<file path="config.mk">
export PLATFORM = sky130hd
export DESIGN_NAME = aesctr_round
export DESIGN_NICKNAME = d
export VERILOG_FILES = /design/src/sv/aesctr_pkg.sv /design/src/sv/aesctr_round.sv
export SDC_FILE = /design/constraint.sdc
export NUM_CORES = 2
export LEC_CHECK = 0
export BUFFER_PORTS_ARGS = -buffer_cell sky130_fd_sc_hd__buf_2
export CORE_UTILIZATION = 30
export DETAILED_ROUTE_END_ITERATION = 10
export PLACE_DENSITY = 0.54
export SLEW_MARGIN = 20
export SYNTH_ARGS = -nofsm -noshare
export SYNTH_HDL_FRONTEND = slang
export SYNTH_SLANG_ARGS = --single-unit
</file>
<file path="constraint.sdc">
create_clock -name vclk -period 15.8
set_input_delay 3.16 -clock vclk [all_inputs]
set_output_delay 3.16 -clock vclk [all_outputs]
set_load 0.01 [all_outputs]
</file>
<file path="src/sv/aesctr_pkg.sv">
// Shared types, constants and byte functions of the AES-128 CTR stream unit.
// Used by aesctr_round and aes128_ctr_stream_unit; depends on nothing.
`default_nettype none
package aesctr_pkg;

   typedef struct packed {
      logic [7:0] data_in;
      logic       first_of_message;
      logic       last_of_message;
   } req_type;

   typedef struct packed {
      logic [7:0] data_out;
      logic       last_out;
   } rsp_type;

   // byte 0 of a block sits in element 15 (most significant)
   typedef logic [15:0][7:0] block_type;

   localparam int unsigned CsrIdxW   = 3;
   localparam int unsigned NumRounds = 10;

   localparam logic [CsrIdxW-1:0] CSR_KEY_HIGH     = 3'd0;
   localparam logic [CsrIdxW-1:0] CSR_KEY_LOW      = 3'd1;
   localparam logic [CsrIdxW-1:0] CSR_COUNTER_HIGH = 3'd2;
   localparam logic [CsrIdxW-1:0] CSR_COUNTER_LOW  = 3'd3;

   localparam logic [7:0] SBOX [0:255] = '{
      8'h63,8'h7c,8'h77,8'h7b,8'hf2,8'h6b,8'h6f,8'hc5,8'h30,8'h01,8'h67,8'h2b,8'hfe,8'hd7,8'hab,8'h76,
      8'hca,8'h82,8'hc9,8'h7d,8'hfa,8'h59,8'h47,8'hf0,8'had,8'hd4,8'ha2,8'haf,8'h9c,8'ha4,8'h72,8'hc0,
      8'hb7,8'hfd,8'h93,8'h26,8'h36,8'h3f,8'hf7,8'hcc,8'h34,8'ha5,8'he5,8'hf1,8'h71,8'hd8,8'h31,8'h15,
      8'h04,8'hc7,8'h23,8'hc3,8'h18,8'h96,8'h05,8'h9a,8'h07,8'h12,8'h80,8'he2,8'heb,8'h27,8'hb2,8'h75,
      8'h09,8'h83,8'h2c,8'h1a,8'h1b,8'h6e,8'h5a,8'ha0,8'h52,8'h3b,8'hd6,8'hb3,8'h29,8'he3,8'h2f,8'h84,
      8'h53,8'hd1,8'h00,8'hed,8'h20,8'hfc,8'hb1,8'h5b,8'h6a,8'hcb,8'hbe,8'h39,8'h4a,8'h4c,8'h58,8'hcf,
      8'hd0,8'hef,8'haa,8'hfb,8'h43,8'h4d,8'h33,8'h85,8'h45,8'hf9,8'h02,8'h7f,8'h50,8'h3c,8'h9f,8'ha8,
      8'h51,8'ha3,8'h40,8'h8f,8'h92,8'h9d,8'h38,8'hf5,8'hbc,8'hb6,8'hda,8'h21,8'h10,8'hff,8'hf3,8'hd2,
      8'hcd,8'h0c,8'h13,8'hec,8'h5f,8'h97,8'h44,8'h17,8'hc4,8'ha7,8'h7e,8'h3d,8'h64,8'h5d,8'h19,8'h73,
      8'h60,8'h81,8'h4f,8'hdc,8'h22,8'h2a,8'h90,8'h88,8'h46,8'hee,8'hb8,8'h14,8'hde,8'h5e,8'h0b,8'hdb,
      8'he0,8'h32,8'h3a,8'h0a,8'h49,8'h06,8'h24,8'h5c,8'hc2,8'hd3,8'hac,8'h62,8'h91,8'h95,8'he4,8'h79,
      8'he7,8'hc8,8'h37,8'h6d,8'h8d,8'hd5,8'h4e,8'ha9,8'h6c,8'h56,8'hf4,8'hea,8'h65,8'h7a,8'hae,8'h08,
      8'hba,8'h78,8'h25,8'h2e,8'h1c,8'ha6,8'hb4,8'hc6,8'he8,8'hdd,8'h74,8'h1f,8'h4b,8'hbd,8'h8b,8'h8a,
      8'h70,8'h3e,8'hb5,8'h66,8'h48,8'h03,8'hf6,8'h0e,8'h61,8'h35,8'h57,8'hb9,8'h86,8'hc1,8'h1d,8'h9e,
      8'he1,8'hf8,8'h98,8'h11,8'h69,8'hd9,8'h8e,8'h94,8'h9b,8'h1e,8'h87,8'he9,8'hce,8'h55,8'h28,8'hdf,
      8'h8c,8'ha1,8'h89,8'h0d,8'hbf,8'he6,8'h42,8'h68,8'h41,8'h99,8'h2d,8'h0f,8'hb0,8'h54,8'hbb,8'h16
   };

   localparam logic [7:0] RCON [1:10] = '{
      8'h01,8'h02,8'h04,8'h08,8'h10,8'h20,8'h40,8'h80,8'h1b,8'h36
   };

   function automatic logic [7:0] xtime(input logic [7:0] a);
      return {a[6:0], 1'b0} ^ (a[7] ? 8'h1b : 8'h00);
   endfunction

endpackage
`default_nettype wire

</file>
<file path="src/sv/aesctr_round.sv">
// One AES-128 round plus the matching key schedule step, combinational.
// Shared by all ten rounds; uses aesctr_pkg for the S-box, RCON and xtime.
`default_nettype none
module aesctr_round (
   input  wire aesctr_pkg::block_type state_in,
   input  wire aesctr_pkg::block_type rkey_in,
   input  wire [7:0]                  rcon,
   input  wire                        last_round,
   output aesctr_pkg::block_type      state_out,
   output aesctr_pkg::block_type      rkey_out
);
   import aesctr_pkg::*;

   logic [3:0][31:0] w_in, w_out;
   logic [31:0]      t;
   logic [7:0]       s [16];
   logic [7:0]       sh [16];
   logic [7:0]       m [16];
   logic [7:0]       x;

   // word c of a block is bits [127-32c -: 32]
   assign w_in = rkey_in;

   always_comb begin
      // rotate and substitute the last word of the previous round key
      t = {SBOX[w_in[0][23:16]], SBOX[w_in[0][15:8]], SBOX[w_in[0][7:0]],
           SBOX[w_in[0][31:24]]} ^ {rcon, 24'h0};
      w_out[3] = w_in[3] ^ t;
      w_out[2] = w_in[2] ^ w_out[3];
      w_out[1] = w_in[1] ^ w_out[2];
      w_out[0] = w_in[0] ^ w_out[1];
   end

   assign rkey_out = w_out;

   always_comb begin
      x = 8'h00;
      for (int i = 0; i < 16; i++) begin
         s[i] = SBOX[state_in[15-i]];
      end
      for (int c = 0; c < 4; c++) begin
         for (int r = 0; r < 4; r++) begin
            sh[4*c+r] = s[4*((c+r)%4)+r];
         end
      end
      for (int c = 0; c < 4; c++) begin
         x = sh[4*c] ^ sh[4*c+1] ^ sh[4*c+2] ^ sh[4*c+3];
         m[4*c]   = sh[4*c]   ^ x ^ xtime(sh[4*c]   ^ sh[4*c+1]);
         m[4*c+1] = sh[4*c+1] ^ x ^ xtime(sh[4*c+1] ^ sh[4*c+2]);
         m[4*c+2] = sh[4*c+2] ^ x ^ xtime(sh[4*c+2] ^ sh[4*c+3]);
         m[4*c+3] = sh[4*c+3] ^ x ^ xtime(sh[4*c+3] ^ sh[4*c]);
      end
      for (int i = 0; i < 16; i++) begin
         // skip MixColumns in the final round
         state_out[15-i] = (last_round ? sh[i] : m[i]) ^ rkey_out[15-i];
      end
   end

endmodule
`default_nettype wire

</file>
Yosys cells after proc, flatten, opt, wreduce, memory -nomap -nowiden:

Memories as Yosys holds them, arrays and structs flattened.
Index checks and enable logic that the tools add are counted.

* input bits: 265
* ROM bits: 40960
* memories: 20
* register bits: 0
* logic and storage cells: 225

Memories
* (name not given): words 256, width 8, rd ports 1, clocked after memory_dff 0, wr ports 0, line aesctr_round.sv:39 `s[i] = SBOX[state_in[15-i]];`
* (name not given): words 256, width 8, rd ports 1, clocked after memory_dff 0, wr ports 0, line aesctr_round.sv:39
* (name not given): words 256, width 8, rd ports 1, clocked after memory_dff 0, wr ports 0, line aesctr_round.sv:39
* (name not given): words 256, width 8, rd ports 1, clocked after memory_dff 0, wr ports 0, line aesctr_round.sv:39
* (name not given): words 256, width 8, rd ports 1, clocked after memory_dff 0, wr ports 0, line aesctr_round.sv:39
* (name not given): words 256, width 8, rd ports 1, clocked after memory_dff 0, wr ports 0, line aesctr_round.sv:39
* 14 more memories

* order comparisons: 20
* muxes and demuxes: 72
* bitwise gates (word level): 113

Operator list (count)
* XOR 8 bit: 72
* two-way mux 8 bit: 56
* greater-or-equal comparator 9 bit, second input constant: 20
* inverter 8 -> 9 bit: 20
* XOR 32 bit: 5
* XOR 8 x 5 -> 8 bit: 16
* two-way mux 5 bit: 16

Depth between registers and ports, before layout:

* word-level depth: 11
* depth in mapped cells: 17
* gate-level depth less buffers: 13

Least setup slack after synthesis:

Ideal clock, no wire load.

* path kind: input to output
* start point: in rkey_in[1] (netlist bit)
* end point: out state_out[12] (netlist bit)
* buffers on the path: 3
* stages on the path: 16
* arrival time: 7.023 ns
* slack: 5.617 ns
* cell sequence: clkbuf_1 > clkbuf_1 > inv_1 > ha_1 > clkbuf_1 > nor2_1 > or3_1 > o31ai_1 > mux4_2 > o22a_1 > mux2i_1 > xnor2_2 > xor2_1 > xor2_1 > xnor2_1 > xnor2_1

RTL lines
* start, declared: line aesctr_round.sv:6 `input wire aesctr_pkg::block_type rkey_in,`
* end, declared: line aesctr_round.sv:9 `output aesctr_pkg::block_type state_out,`

==> impl_results.md <==
* Outcome: finished, violations left
* Failing checks: design-rule violations
* Tmin final at 13.19 ns
* Post-synthesis sequential area ratio at 0
* Crit-path cells: buf_2 > clkinv_1 > ha_1 > and2_4 > o21ai_0 > o21ai_0 > nand2_1 > a311oi_1 > a21oi_1 > mux2i_1 > xor2_1 > xor2_2 > xnor3_1 > xnor2_1 > buf_2
* Share of layout cells above drive strength 1 at 0.126
* XOR/XNOR Fraction of Synth Area at 0.0969
* Grt ovf at 0
* # IOs at 521
* Die Area at 0.250 mm²
* Hold Violations, Final at 0
* Post-Syn Nets at 11.9k
* Slew @ Worst Pin at 1.30 ns
* Vias/cell at 6.85
* Post-synthesis cell type with the largest combined area: mux4_2
* Via count at 96.1k
* First-pass DRT Iterations at 11
* First-pass GRT wire length at 639000 µm
* Flip-flop and latch count at 0
* Setup TNS at 0 ns
* Synthesized cell area at 0.0744 mm²
* Total GRT Usage at 0.336
* Drt first-iter violations at 17.8k
* Critical path's top delay family: XOR/XNOR gates
* # DRC at 1
* WHS at 6.66 ns
* CP startpoint kind: input port
* Register area at 0 µm²
* Synth-to-layout area growth at 3.34%
* Synth top area share at 0.0799
* Largest family of logic cells by synthesized area: compound AO/OA/AOI/OAI gates
* Worst setup margin at 2.61 ns
* DIE WIDTH at 500 µm
* FMAX at 75.8 MHz
* Simple-gate share of the synthesized area at 0.255
* Die Height at 500 µm
* Commonest cells after routing, fill and taps aside: 940 x o21ai_0, 931 x a21oi_1, 921 x nand2_1
* Most common cell after layout, fill and taps aside: o21ai_0
* Final Core Density at 0.312
* ANT nets after route at 0
* Compound-Gate Fraction of Synth Area at 0.396
* CP endpoint kind: output pin
* Syn Inst Count at 11.3k
* I/O Buffers at 521
* Pre-CTS WS at 3.19 ns
* WP data required at 12.64 ns
* Critical path startpoint: rkey_in[24]
* Pin count of the biggest net entering global routing at 110
* Slowest stage delay, CP at 0.92 ns
* Slew margin rel. at 0.135
* Max Cap Viol at 0
* Unique cell type count in the Yosys netlist at 118
* # resized after CTS at 0
* Setup CP Type: in2out
* WP depth at 15
* Synth warn at 0
* Worst hold path type: in2out
* Final Setup Violations at 0
* Synth Area per Inst at 6.56 µm²
* Mux contribution to synthesized area at 0.106
* Starting Density at 0.302
* Slowest cell on the critical path: ha_1
* Dpl hpwl at 326000 µm
* Arr. time, crit path at 10.03 ns
* Synth top area cells: mux4_2 8.0%, o21ai_0 6.3%, a21oi_1 6.3%
* Drt wl/cell at 31.9 µm
* Clock buffer cells at 0
* Multi-input logic area at 0.0675 mm²
* GPL Wtd Cong at 1.06
* Post-Synth Adder-Cell Area at 0.0505
* Antenna violations before repair at 46
* Final WL at 447000 µm
* Worst-path fanout max at 27
* Final Net Count at 11.3k
* Postcts setup bufs at 0
* Post-cts hold buffer count at 0
* Tcrit/Tclk final at 0.835
* Vias in the first global route at 86.1k
* Worst setup endpoint: state_out[2]
* Core ar. at 0.246 mm²
* FP Rows at 182
* Fillcell total at 27.4k
* Crit path buffers/inverters at 3
* RSZ-0062 raised after global routing: false
* Pins Over Slew Limit at 0
synthesized netlist by cell type, types with 91 or more instances:
master,n
o21ai_0,943
a21oi_1,931
nand2_1,921
nor2_1,837
clkbuf_1,696
xnor2_1,487
buf_2,453
nor3_1,402
nand2b_1,383
nand3_1,373
nor2b_1,330
a31oi_1,321
ha_1,300
mux4_2,264
a211oi_1,247
o311ai_0,226
o211ai_1,220
xor2_1,215
a311oi_1,202
inv_1,191
o31ai_1,150
mux2i_1,144
and2_1,122
buf_1,113
or2_2,112
o22ai_1,93
a221oi_1,91
cells by family after synthesis:
kind of cell / Yosys count
XOR/XNOR: 763
multiplexers: 450
adder cells (fa/ha/maj): 300
buffers and inverters: 1610
AO/OA/AOI/OAI: 4361
AND/OR/NAND/NOR: 3847
stage by stage:
stage | cells | area, µm²
2_1_floorplan | 11331 | 74400
3_3_place_gp | 14006 | 76700
3_5_place_dp | 14006 | 76800
4_1_cts | 14006 | 76800
5_1_grt | 14018 | 76800
6_report | 14027 | 76900
how the worst min path moves through the flow:
stage	start	endpoint	slack (ns)	cells after the start
after CTS	rkey_in[63]	rkey_out[63]	6.66	3
after global placement	rkey_in[63]	rkey_out[63]	6.66	3
after floorplan	rkey_in[34]	rkey_out[34]	6.40	1
final	rkey_in[92]	rkey_out[92]	6.66	3
after detailed placement	rkey_in[92]	rkey_out[92]	6.66	3
after global routing	rkey_in[92]	rkey_out[92]	6.68	3
layout make-up:
class | instances | share of cell area
inverter | 239 | 0.0117
multi-input combinational | 9721 | 0.878
timing repair buffer | 734 | 0.0557
antenna | 21 | 0.000684
tap | 3312 | 0.0539
metal layers:
metal	share of wire	GRT usage	vias to the layer above	wire length [µm]
li1	-	-	41420	-
met1	0.37	0.418	45195	164000
met2	0.42	0.501	7856	187000
met3	0.11	0.0671	1604	50400
met4	0.10	0.272	48	46100
met5	0.00070	0	-	314
